$ cat src/assert_macros.svh
// ----------------------------------------------------------------------------
// Assertion macros
// Shared shorthand for the concurrent checks used in the RTL.
// ----------------------------------------------------------------------------
`ifndef ASSERT_MACROS_SVH
`define ASSERT_MACROS_SVH

// The expression must hold at every clock edge outside reset.
`define ASSERT_ALWAYS(label, clk, rst_n, expr, msg) \
    label: assert property (@(posedge clk) disable iff (!rst_n) (expr)) else $error(msg);

// When the antecedent holds, the consequent must hold in the next cycle.
`define ASSERT_NEXT(label, clk, rst_n, ante, cons, msg) \
    label: assert property (@(posedge clk) disable iff (!rst_n) (ante) |=> (cons)) \
        else $error(msg);

`endif

$ cat src/bmc_pkg.sv
// ----------------------------------------------------------------------------
// bmc_pkg
// Types and constants shared by the button mode counter modules.
// ----------------------------------------------------------------------------
`timescale 1ns / 1ps

package bmc_pkg;

    // Bit positions in the mode flag register.
    localparam int unsigned FLAG_INV_INP  = 0;
    localparam int unsigned FLAG_INV_EN   = 1;
    localparam int unsigned FLAG_BINARY   = 2;
    localparam int unsigned FLAG_LONG_RST = 3;
    localparam int unsigned FLAG_UPDOWN   = 4;
    localparam int unsigned FLAG_ROTATE   = 5;
    localparam int unsigned FLAG_PINGPONG = 6;
    localparam int unsigned FLAG_SKIP0    = 7;
    localparam int unsigned FLAG_RANDOM   = 8;
    localparam int unsigned FLAG_LOCALVAR = 9;
    localparam int unsigned FLAG_NOOUT    = 10;

    // Configuration register indexes.
    localparam logic [1:0] CFG_MODE_FLAGS    = 2'd0;
    localparam logic [1:0] CFG_DEST_COUNT    = 2'd1;
    localparam logic [1:0] CFG_TIMEOUT_TICKS = 2'd2;

    // Button state codes.
    localparam logic [1:0] BTN_ON        = 2'd1;
    localparam logic [1:0] BTN_TURNED_ON = 2'd3;

    // Counter constants: reverse flag, clean mask, reverse bottom with skip zero.
    localparam logic [7:0] REV_FLAG     = 8'h80;
    localparam logic [7:0] CLEAN_MASK   = 8'h7F;
    localparam logic [7:0] REV_BOTTOM_1 = 8'h81;

    // Hold time for a long press, in 16 ms ticks.
    localparam logic [15:0] LONG_TICKS = 16'(1500 / 16);

    // Widest binary output in bits.
    localparam logic [4:0] BINARY_MAX_BITS = 5'd7;

    // Reset value of the destination count.
    localparam logic [4:0] DEST_COUNT_RESET = 5'd2;

    typedef struct packed {
        logic [10:0] mode_flags;
        logic [4:0]  dest_count;
        logic [15:0] timeout_ticks;
    } bmc_cfg_t;

    typedef struct packed {
        logic [1:0]  trigger_state;
        logic [1:0]  enable_state;
        logic [15:0] time_now;
        logic [7:0]  random_byte;
        logic        init;
    } bmc_item_t;

    typedef struct packed {
        logic [6:0]  count_value;
        logic [15:0] pattern;
        logic        pattern_update;
        logic        var_update;
    } bmc_result_t;

endpackage

$ cat src/bmc_step.sv
// ----------------------------------------------------------------------------
// bmc_step
// Combinational update of the counter and press time for one evaluation tick.
// ----------------------------------------------------------------------------
`timescale 1ns / 1ps

module bmc_step #(
    parameter int MAX_OUTPUTS = 16
) (
    input  bmc_pkg::bmc_cfg_t    cfg,
    input  bmc_pkg::bmc_item_t   item,
    input  logic [7:0]           count_cur,
    input  logic [15:0]          last_cur,
    output logic [7:0]           count_new,
    output logic [15:0]          last_new,
    output bmc_pkg::bmc_result_t result
);

    localparam logic [5:0] MaxN = 6'(MAX_OUTPUTS);

    logic [5:0]  n;
    logic [7:0]  top;
    logic [1:0]  trig;
    logic [1:0]  en;
    logic [7:0]  c;
    logic [7:0]  lo;
    logic [7:0]  span;
    logic [15:0] prod;
    logic [15:0] press_age;
    logic        rotate;
    logic        skip0;
    logic        rot_only;
    logic        rot_skip;
    logic        force_upd;
    logic        changed;
    logic [7:0]  clean;
    logic [15:0] pat;

    // Count range from the destination count.
    always_comb
    begin
        if (cfg.mode_flags[bmc_pkg::FLAG_BINARY])
        begin
            if (cfg.dest_count == 5'd0)
                n = 6'd1;
            else if (cfg.dest_count > bmc_pkg::BINARY_MAX_BITS)
                n = {1'b0, bmc_pkg::BINARY_MAX_BITS};
            else
                n = {1'b0, cfg.dest_count};
            top = (8'd1 << n[2:0]) - 8'd1;
        end
        else
        begin
            if (cfg.dest_count == 5'd0)
                n = 6'd1;
            else if ({1'b0, cfg.dest_count} > MaxN)
                n = MaxN;
            else
                n = {1'b0, cfg.dest_count};
            top = {2'b00, n} - 8'd1;
        end
    end

    assign rotate   = cfg.mode_flags[bmc_pkg::FLAG_ROTATE];
    assign skip0    = cfg.mode_flags[bmc_pkg::FLAG_SKIP0];
    assign rot_only = rotate && !skip0;
    assign rot_skip = rotate && skip0;

    // Random pick scaled into the allowed range.
    assign lo   = skip0 ? 8'd1 : 8'd0;
    assign span = top + 8'd1 - lo;
    assign prod = item.random_byte * span;

    // Counter update for the trigger, the enable button, the long-press reset and the timeout.
    always_comb
    begin
        trig      = item.trigger_state ^ {1'b0, cfg.mode_flags[bmc_pkg::FLAG_INV_INP]};
        en        = item.enable_state ^ {1'b0, cfg.mode_flags[bmc_pkg::FLAG_INV_EN]};
        c         = count_cur;
        last_new  = last_cur;
        force_upd = item.init;
        press_age = item.time_now - last_cur;

        if (!cfg.mode_flags[bmc_pkg::FLAG_UPDOWN] && !en[0])
        begin
            c = 8'd0;
        end
        else
        begin
            if (trig == bmc_pkg::BTN_TURNED_ON)
            begin
                if (cfg.mode_flags[bmc_pkg::FLAG_PINGPONG])
                begin
                    if (c == top)
                        c = (top - 8'd1) | bmc_pkg::REV_FLAG;
                    else if (!skip0 && c == bmc_pkg::REV_FLAG)
                        c = 8'd1;
                    else if (skip0 && c == bmc_pkg::REV_BOTTOM_1)
                        c = 8'd2;
                    else if ((c & bmc_pkg::REV_FLAG) != 8'd0)
                        c = c - 8'd1;
                    else
                        c = c + 8'd1;
                end
                else if (cfg.mode_flags[bmc_pkg::FLAG_RANDOM])
                begin
                    c         = lo + prod[15:8];
                    force_upd = 1'b1;
                end
                else if (c == top)
                begin
                    if (rot_skip)
                        c = 8'd1;
                    else if (rot_only)
                        c = 8'd0;
                end
                else
                begin
                    c = c + 8'd1;
                end
                last_new = item.time_now;
            end
            else if (trig == bmc_pkg::BTN_ON)
            begin
                if (cfg.mode_flags[bmc_pkg::FLAG_LONG_RST] && press_age >= bmc_pkg::LONG_TICKS)
                    c = 8'd0;
            end

            // Down step in up/down mode.
            if (cfg.mode_flags[bmc_pkg::FLAG_UPDOWN] && en == bmc_pkg::BTN_TURNED_ON)
            begin
                if ((rot_only && c == 8'd0) || (rot_skip && c <= 8'd1))
                    c = top;
                else if (c > 8'd0)
                    c = c - 8'd1;
                last_new = item.time_now;
            end

            // Inactivity timeout, measured from the latest press.
            if (cfg.timeout_ticks != 16'd0 && c != 8'd0 &&
                (16'(item.time_now - last_new)) >= cfg.timeout_ticks)
                c = 8'd0;
        end
    end

    assign count_new = c;
    assign changed   = force_upd || (count_cur != c);
    assign clean     = cfg.mode_flags[bmc_pkg::FLAG_PINGPONG] ? (c & bmc_pkg::CLEAN_MASK) : c;

    // Output pattern, only when an update is reported.
    always_comb
    begin
        pat = 16'd0;
        if (changed && !cfg.mode_flags[bmc_pkg::FLAG_NOOUT])
        begin
            if (cfg.mode_flags[bmc_pkg::FLAG_BINARY])
                pat = {8'h00, clean & top};
            else if ({2'b00, n} > clean && clean < 8'd16)
                pat = 16'd1 << clean[3:0];
        end
    end

    assign result.count_value    = clean[6:0];
    assign result.pattern        = pat;
    assign result.pattern_update = changed && !cfg.mode_flags[bmc_pkg::FLAG_NOOUT];
    assign result.var_update     = changed && cfg.mode_flags[bmc_pkg::FLAG_LOCALVAR];

endmodule

$ cat src/button_mode_counter.sv
// ----------------------------------------------------------------------------
// button_mode_counter
// Button-driven 8-bit mode counter with one-hot or binary output pattern.
// ----------------------------------------------------------------------------
//  Channel   Handshake             Payload
//  input     in_valid / in_stall   trigger_state, enable_state, time_now,
//                                  random_byte, init
//  output    out_valid / out_stall count_value, pattern, pattern_update,
//                                  var_update
//  config    cfg_we                cfg_index, cfg_data
//
// A request is latched in the input register, then evaluated combinationally
// into the result register; one request per cycle while the output is not stalled.
// The counter and press time update when a request moves to the result
// register, so the next request sees them at once.
// A stalled result holds; the input register still takes one more request.
// Reset is asynchronous and active low; no clearing pass is needed.
// ----------------------------------------------------------------------------
`timescale 1ns / 1ps

`include "assert_macros.svh"

module button_mode_counter #(
    parameter int MAX_OUTPUTS = 16
) (
    input  logic        clk,
    input  logic        rst_n,

    input  logic        cfg_we,
    input  logic [1:0]  cfg_index,
    input  logic [15:0] cfg_data,

    input  logic        in_valid,
    output logic        in_stall,
    input  logic [1:0]  trigger_state,
    input  logic [1:0]  enable_state,
    input  logic [15:0] time_now,
    input  logic [7:0]  random_byte,
    input  logic        init,

    output logic        out_valid,
    input  logic        out_stall,
    output logic [6:0]  count_value,
    output logic [15:0] pattern,
    output logic        pattern_update,
    output logic        var_update
);

    bmc_pkg::bmc_cfg_t    cfg;
    bmc_pkg::bmc_item_t   item_reg;
    bmc_pkg::bmc_result_t result_reg;
    bmc_pkg::bmc_result_t step_result;

    logic [10:0] mode_flags_reg;
    logic [4:0]  dest_count_reg;
    logic [15:0] timeout_ticks_reg;
    logic [7:0]  count_reg;
    logic [7:0]  count_next;
    logic [15:0] last_press_reg;
    logic [15:0] last_press_next;
    logic        s1_valid_reg;
    logic        s1_valid_next;
    logic        out_valid_reg;
    logic        out_valid_next;
    logic        in_accept;
    logic        s1_fire;

    // Configuration registers.
    always_ff @(posedge clk or negedge rst_n)
    begin
        if (!rst_n)
        begin
            mode_flags_reg    <= 11'd0;
            dest_count_reg    <= bmc_pkg::DEST_COUNT_RESET;
            timeout_ticks_reg <= 16'd0;
        end
        else if (cfg_we)
        begin
            case (cfg_index)
                bmc_pkg::CFG_MODE_FLAGS:    mode_flags_reg    <= cfg_data[10:0];
                bmc_pkg::CFG_DEST_COUNT:    dest_count_reg    <= cfg_data[4:0];
                bmc_pkg::CFG_TIMEOUT_TICKS: timeout_ticks_reg <= cfg_data;
                default:                    ;
            endcase
        end
    end

    assign cfg.mode_flags    = mode_flags_reg;
    assign cfg.dest_count    = dest_count_reg;
    assign cfg.timeout_ticks = timeout_ticks_reg;

    // Handshake: the input register moves on when the result register is empty or its result is taken.
    assign s1_fire   = s1_valid_reg && (!out_valid_reg || !out_stall);
    assign in_stall  = s1_valid_reg && !(!out_valid_reg || !out_stall);
    assign in_accept = in_valid && !in_stall;

    assign s1_valid_next  = in_accept ? 1'b1 : (s1_fire ? 1'b0 : s1_valid_reg);
    assign out_valid_next = s1_fire ? 1'b1 : ((out_valid_reg && !out_stall) ? 1'b0 : out_valid_reg);

    // Evaluation of the latched request.
    bmc_step #(
        .MAX_OUTPUTS(MAX_OUTPUTS)
    ) u_step (
        .cfg       (cfg),
        .item      (item_reg),
        .count_cur (count_reg),
        .last_cur  (last_press_reg),
        .count_new (count_next),
        .last_new  (last_press_next),
        .result    (step_result)
    );

    // Control and counter state.
    always_ff @(posedge clk or negedge rst_n)
    begin
        if (!rst_n)
        begin
            s1_valid_reg   <= 1'b0;
            out_valid_reg  <= 1'b0;
            count_reg      <= 8'd0;
            last_press_reg <= 16'd0;
        end
        else
        begin
            s1_valid_reg  <= s1_valid_next;
            out_valid_reg <= out_valid_next;
            if (s1_fire)
            begin
                count_reg      <= count_next;
                last_press_reg <= last_press_next;
            end
        end
    end

    // Payload registers.
    always_ff @(posedge clk)
    begin
        if (in_accept)
        begin
            item_reg.trigger_state <= trigger_state;
            item_reg.enable_state  <= enable_state;
            item_reg.time_now      <= time_now;
            item_reg.random_byte   <= random_byte;
            item_reg.init          <= init;
        end
        if (s1_fire)
            result_reg <= step_result;
    end

    assign out_valid      = out_valid_reg;
    assign count_value    = result_reg.count_value;
    assign pattern        = result_reg.pattern;
    assign pattern_update = result_reg.pattern_update;
    assign var_update     = result_reg.var_update;

    // Checks on the pipeline control.
    `ASSERT_ALWAYS(a_stall_needs_s1, clk, rst_n, !in_stall || s1_valid_reg, "input stalled with empty input register")
    `ASSERT_NEXT(a_count_holds, clk, rst_n, !s1_fire, $stable(count_reg) && $stable(last_press_reg), "counter state changed without an evaluated request")
    `ASSERT_ALWAYS(a_pattern_quiet, clk, rst_n, !out_valid_reg || pattern_update || (pattern == 16'd0), "pattern set without pattern update")

endmodule
$ cat config.mk
export PLATFORM = sky130hd
export DESIGN_NAME = button_mode_counter
export DESIGN_NICKNAME = d
export VERILOG_FILES = /design/src/bmc_pkg.sv /design/src/bmc_step.sv /design/src/button_mode_counter.sv
export VERILOG_INCLUDE_DIRS = /design/src /design/src/src
export SDC_FILE = /design/constraint.sdc
export NUM_CORES = 1
export LEC_CHECK = 0
export BUFFER_PORTS_ARGS = -buffer_cell sky130_fd_sc_hd__clkbuf_2
export CAP_MARGIN = 20
export CORE_ASPECT_RATIO = 0.75
export CORE_UTILIZATION = 35
export CTS_CLUSTER_SIZE = 10
export DETAILED_ROUTE_END_ITERATION = 10
export PLACE_DENSITY_LB_ADDON = 0.12
export SLEW_MARGIN = 20
export SYNTH_ARGS = -nofsm -noshare
export SYNTH_HDL_FRONTEND = slang
export SYNTH_HIERARCHICAL = 1
export SYNTH_SLANG_ARGS = --single-unit
$ cat constraint.sdc
create_clock -name clk -period 16 [get_ports clk]
set_clock_uncertainty 0.05 [all_clocks]
set_input_delay 0.8 -clock clk [delete_from_list [all_inputs] [get_ports clk]]
set_output_delay 0.8 -clock clk [all_outputs]
set_load 0.01 [all_outputs]
; Yosys cells after proc, flatten, opt, wreduce, memory -nomap -nowiden
; Index checks and enable logic that the tools add are counted.
[totals]
ff_bits = 112
in_bits = 52
out_inout_bits = 27
elab_cells = 137
[op_classes]
addsub = 11
mul = 1
magnitude_cmp = 8
eq_ne = 9
n_shift = 2
muxes = 42
n_bitwise = 6
reduce_logical = 41
[ops]
columns = operator, n
row1 = 2-to-1 mux 8 bit, 23
row2 = 2-to-1 mux 16 bit, 3
row3 = subtractor 16 bit, 2
row4 = 2-to-1 mux 6 bit, 4
row5 = "subtractor 8 x 1 -> 8 bit, second input constant", 3
row6 = logical AND 1 bit, 18
row7 = "adder 8 x 1 -> 8 bit, second input constant", 2
row8 = "equality test 8 bit, second input constant", 2
row9 = >= comparator 16 bit, 1
row10 = ">= comparator 16 x 7 -> 1 bit, second input constant", 1
row11 = multiplier 8 x 8 -> 16 bit, 1
row12 = nonzero test 16 bit, 1
row13 = "<< shifter 1 x 4 -> 16 bit, first input constant", 1
row14 = 2-to-1 mux 5 bit, 3
row15 = 2-to-1 mux 1 bit, 9
row16 = adder 8 bit, 1
row17 = AND 8 bit, 1
row18 = equality test 8 bit, 1
row19 = > comparator 6 x 8 -> 1 bit, 1
row20 = "> comparator 8 x 1 -> 1 bit, second input constant", 1
row21 = "less-or-equal comparator 8 x 1 -> 1 bit, second input constant", 1
row22 = logical NOT 1 bit, 8
row23 = logical NOT 8 bit, 1
row24 = "less-than comparator 8 x 5 -> 1 bit, second input constant", 1
row25 = 18 further kinds, 30

; Logic depth before layout (Yosys ltp)
[logic_depth]
word_depth = 31
ltp_mapped = 54
depth_no_buf = 49

; By module
; Netlist, hierarchy kept.
[by_module_without_submodules]
columns = mod, n_inst, cells_per_inst, area_per_inst_um2, seq_area_each_um2
row1 = bmc_step, 1, 1067, 7587.3, 0.0
row2 = button_mode_counter, 1, 181, 3833.7, 3074.2

; Least setup slack after synthesis
; OpenSTA, ideal clock, no wires.
[synth_timing]
path_kind = register -> register
start = register dest_count_reg[4]
end = register result_reg, in the netlist pattern[3], data pin
setup_time_ns = 0.146
arrival_time_ns = 11.254
required_ns = 15.804
path_slack_ns = 4.551
path_stages_with_launch = 50
path_buffers = 5
synth_period_minus_slack_ns = 11.449
path_cell_list = dfrtp_1 -> buf_2 -> buf_2 -> or4_1 -> ha_1 -> clkbuf_1 -> nor4_2 -> a22oi_1 -> a31oi_1 -> inv_1 -> ha_1 -> inv_1 -> a21oi_1 -> maj3_1 -> o21bai_1 -> xor2_1 -> nand2_1 -> fa_1 -> [14 not listed] -> xor2_1 -> a211o_4 -> a2111o_1 -> buf_6 -> nor4_1 -> nor3_4 -> nor2_1 -> inv_1 -> ha_1 -> nand3_1 -> nor2_1 -> a211oi_1 -> nor2_1 -> o21ai_0 -> or3_1 -> buf_2 -> or4_1 -> a21oi_1
[synth_between]
elab_chain_len = 31
word_cells_on_any_way = 53
classes_between = 7 x add/sub / 1 x mul / 6 x order compare / 2 x eq/ne / 2 x shift / 23 x mux / 1 x bitwise / 11 x reduce/logical
[synth_lines]
columns = element, line
row1 = from (decl), button_mode_counter.sv:55  ; logic [4:0] dest_count_reg;
row2 = from (signal assigned), button_mode_counter.sv:74  ; dest_count_reg <= bmc_pkg::DEST_COUNT_RESET;
row3 = from (signal assigned), button_mode_counter.sv:81  ; bmc_pkg::CFG_DEST_COUNT: dest_count_reg <= cfg_data[4:0];
row4 = > comparator 5 x 3 -> 1 bit, bmc_step.sv:46  ; else if (cfg.dest_count > bmc_pkg::BINARY_MAX_BITS)
row5 = 2-to-1 mux 5 bit, bmc_step.sv:46
row6 = 2-to-1 mux 5 bit, bmc_step.sv:44  ; if (cfg.dest_count == 5'd0)
row7 = 2-to-1 mux 6 bit, bmc_step.sv:42  ; if (cfg.mode_flags[bmc_pkg::FLAG_BINARY])
row8 = << shifter 1 x 3 -> 8 bit, bmc_step.sv:50  ; top = (8'd1 << n[2:0]) - 8'd1;
row9 = subtractor 8 x 1 -> 8 bit, bmc_step.sv:50
row10 = 2-to-1 mux 8 bit (*), bmc_step.sv:42
row11 = adder 8 x 1 -> 8 bit, bmc_step.sv:71  ; assign span = top + 8'd1 - lo;
row12 = [16 not listed], --
row13 = 2-to-1 mux 8 bit (*), bmc_step.sv:140  ; if (cfg.timeout_ticks != 16'd0 && c != 8'd0 &&
row14 = 2-to-1 mux 8 bit (*), bmc_step.sv:84  ; if (!cfg.mode_flags[bmc_pkg::FLAG_UPDOWN] && !en[0])
row15 = named net count_next[4], button_mode_counter.sv:58  ; logic [7:0] count_next;
row16 = 2-to-1 mux 8 bit, bmc_step.sv:148  ; assign clean = cfg.mode_flags[bmc_pkg::FLAG_PINGPONG] ? (c & bmc_pkg::CLEAN_MASK) : c;
row17 = > comparator 6 x 8 -> 1 bit or less-than comparator 8 x 5 -> 1 bit (tied branches), bmc_step.sv:158  ; else if ({2'b00, n} > clean && clean < 8'd16)
row18 = logical AND 1 bit, bmc_step.sv:158
row19 = 2-to-1 mux 8 bit, bmc_step.sv:158
row20 = 2-to-1 mux 8 bit, bmc_step.sv:156  ; if (cfg.mode_flags[bmc_pkg::FLAG_BINARY])
row21 = to (signal assigned), button_mode_counter.sv:147  ; result_reg <= step_result;
row22 = to (decl), button_mode_counter.sv:51  ; bmc_pkg::bmc_result_t result_reg;
; The timed path passes the listed nets; every way through them passes the cells marked *. The select of a mux whose other input is x is not followed.
; A chain may end at the register's enable or synchronous reset.

; Worst setup path in the final report
; Same ends and word-level chain as after synthesis.

==> run summary <==
status: finished, final reports clean
placeable core region: 31,670 µm²
Post-synth EDFFs: 54
post-synthesis instance total: 1,248
# setup viols final: 0
Max-slew headroom: 31.23%
worst path required time: 16,190 ps
Syn-to-layout area delta: 8.983%
max FFs per register: 29
Multi-input gate area: 7587 µm²
post-synthesis sequential area ratio: 26.92%
Crit path largest cell delay: 600 ps
HP Class: flop to flop
Post CTS Setup Buffer Count: 0
Setup TNS Final: 0 ps
Fin. Hold Viols: 0
prevailing post-synth register cell: dfrtp_1
initial drt markers: 924
Synth Net Count: 1,439
TritonCTS clock tree: done
Critical R2R Launch: dest_count_reg[4]
clk sinks: 112
DR vias: 9,659
fraction of registers with async set/reset: 51.79%
per-cell routed wire length: 19.07 µm
Max Buffers Root-to-Sink: 2
CP endpoint kind: flop
layout cells sized above 1: 15.02%
DP Area: 12,170 µm²
Top Ports: 79
htree depth: 3
Vias/cell: 5.551
Die ar.: 33,370 µm²
fin area: 12,450 µm²
Buffers on Ports: 78
number of global-route vias before repair: 8,966
post-DP HPWL: 25,830 µm
Ys Warns: 6
Worst setup SP type: flop
RSZ-0062 raised after global routing: no
hold depth: 1
share of the synthesized area in the top cell type: 14.20%
worst skew pair latency: 380 ps
GR Util All Layers: 20.39%
Final nets: 1,491
initial core utilization: 36.06%
Tcrit/Tclk final: 80.09%
Register Area: 3074 µm²
FF-to-FF End: pattern[3]
first-pass GRT wire length: 52,100 µm
Residual DRC: 0
ranking of synthesized cells by area: edfxtp_1, dfrtp_1, ha_1
Filler cells: 3,289
CTS root buffer: clkbuf_16
routability-driven placement congestion ratio: 0.9651
library cells used by synthesis: 95
largest net degree at the start of global routing: 59
final slew viol count: 0
hold_buf cts: 0
CTS Buf Count: 9
f_max: 78.04 MHz
Tightest Pin Transition: 1019 ps
Final ANT Viol Nets: 0
GR Overflow Total: 0
Critical Path Fanout Max: 19
CTS resizes: 0
worst setup path class: flop to flop
Site Rows: 56
initial antenna violation count: 0
post-synthesis area per instance: 9.151 µm²
worst r2r path cells: 47
Worst EP arrival: 13,000 ps
Hold Startpoint: mode_flags_reg[9]
r2r setup slk: 3190 ps
Max Cap Viol: 0
Seq cells post-synth: 112
crit-path leading delay family: adder cells
WL final: 33,190 µm
area leader, netlist: edfxtp_1
Buf+Inv Stages, Crit Path: 6
DR pass1 iterations: 5
Final min period: 12,810 ps
die width: 210.6 µm
Hold Path Sink: mode_flags_reg[9]
synthesized area: 11,420 µm²
die span in y: 158.4 µm
n_diodes: 0
CTS clk-pin slew, worst paths: 90 ps
slowest CP cell: a2111oi_0
[per-layer routing]
metal	part of all wire [%]	wire, µm	up-vias	track usage, %
met3	7.2	2376	31	3.984
met4	1.0	331	0	3.658
met5	0	0	-	0
met1	52	17300	4649	31.51
met2	40	13180	347	28.98
li1	-	-	4632	-
[synth_stat cells (all sizes together), types with 12 or more instances]
cell,count
o21ai,59
nor3,25
nand2,88
a21o,22
nor4,24
fa,37
nor2b,18
xor2,16
a211oi,17
dfrtp,57
and2,41
nand3,22
buf,25
clkbuf,19
a21oi,56
edfxtp,54
nor2,75
xnor2,37
nand4,12
nand2b,16
ha,102
mux2,60
a31oi,17
inv,137
mux2i,25
[cell families (layout without fill, tap and decap cells)]
family	Yosys count	count (layout)	synth area share, %
DFF	112	112	26.92
adders and majority gates	141	141	17.84
muxes	85	85	8.140
other	1	1	0.03283
and+or+nand+nor	382	382	17.92
buffers and inverters	182	239	6.694
AOI/OAI and AO/OA	292	292	18.39
xor gates and xnor gates	53	53	4.064
[layout by cell type, fill, tap and decap left out, types with 16 or more instances in the layout]
cell and count:
a211oi_1 17, a21o_1 22, a21oi_1 55, a31oi_1 17
and2_1 40, clkbuf_2 78, dfrtp_1 57, edfxtp_1 54
fa_1 37, ha_1 102, inv_1 137, mux2_2 60
mux2i_1 24, nand2_1 88, nand2b_1 16, nand3_1 22
nor2_1 75, nor2b_1 18, nor3_1 23, nor4_1 23
o21ai_0 55, xnor2_1 37, xor2_1 16
[metrics by stage]
step	setup WS, ps	util (%)	std cells	hold slack (ps)
final	3186	39.30	1740	462.2
after CTS	3248	39.30	1740	466.5
after floorplan	4551	-	1248	401.6
after global routing	2150	39.30	1740	484.3
after detailed placement	3288	38.42	1724	438.4
after global placement	3606	38.42	1724	441.0
[final cells by class]
class	instances	area share [%]
timing repair buffer	85	3.559
multi-input combinational	954	60.96
clock buffer	9	1.809
clock inverter	7	0.4423
sequential	112	24.70
tap	435	4.373
inverter	138	4.162
[worst max-delay path by stage]
stage            endpoint  depth (start not counted)  slack [ps]               from
2_1_floorplan  pattern[3]                         49        4550  dest_count_reg[4]
5_1_grt        pattern[3]                         48        2150  dest_count_reg[4]
6_report       pattern[3]                         47        3190  dest_count_reg[4]
4_1_cts        pattern[3]                         44        3250  dest_count_reg[4]
3_5_place_dp   pattern[3]                         47        3290  dest_count_reg[4]
3_3_place_gp   pattern[3]                         44        3610  dest_count_reg[2]
Power is not shown: default switching activity piles up to over one toggle a cycle in this logic, so the estimate is an artifact.
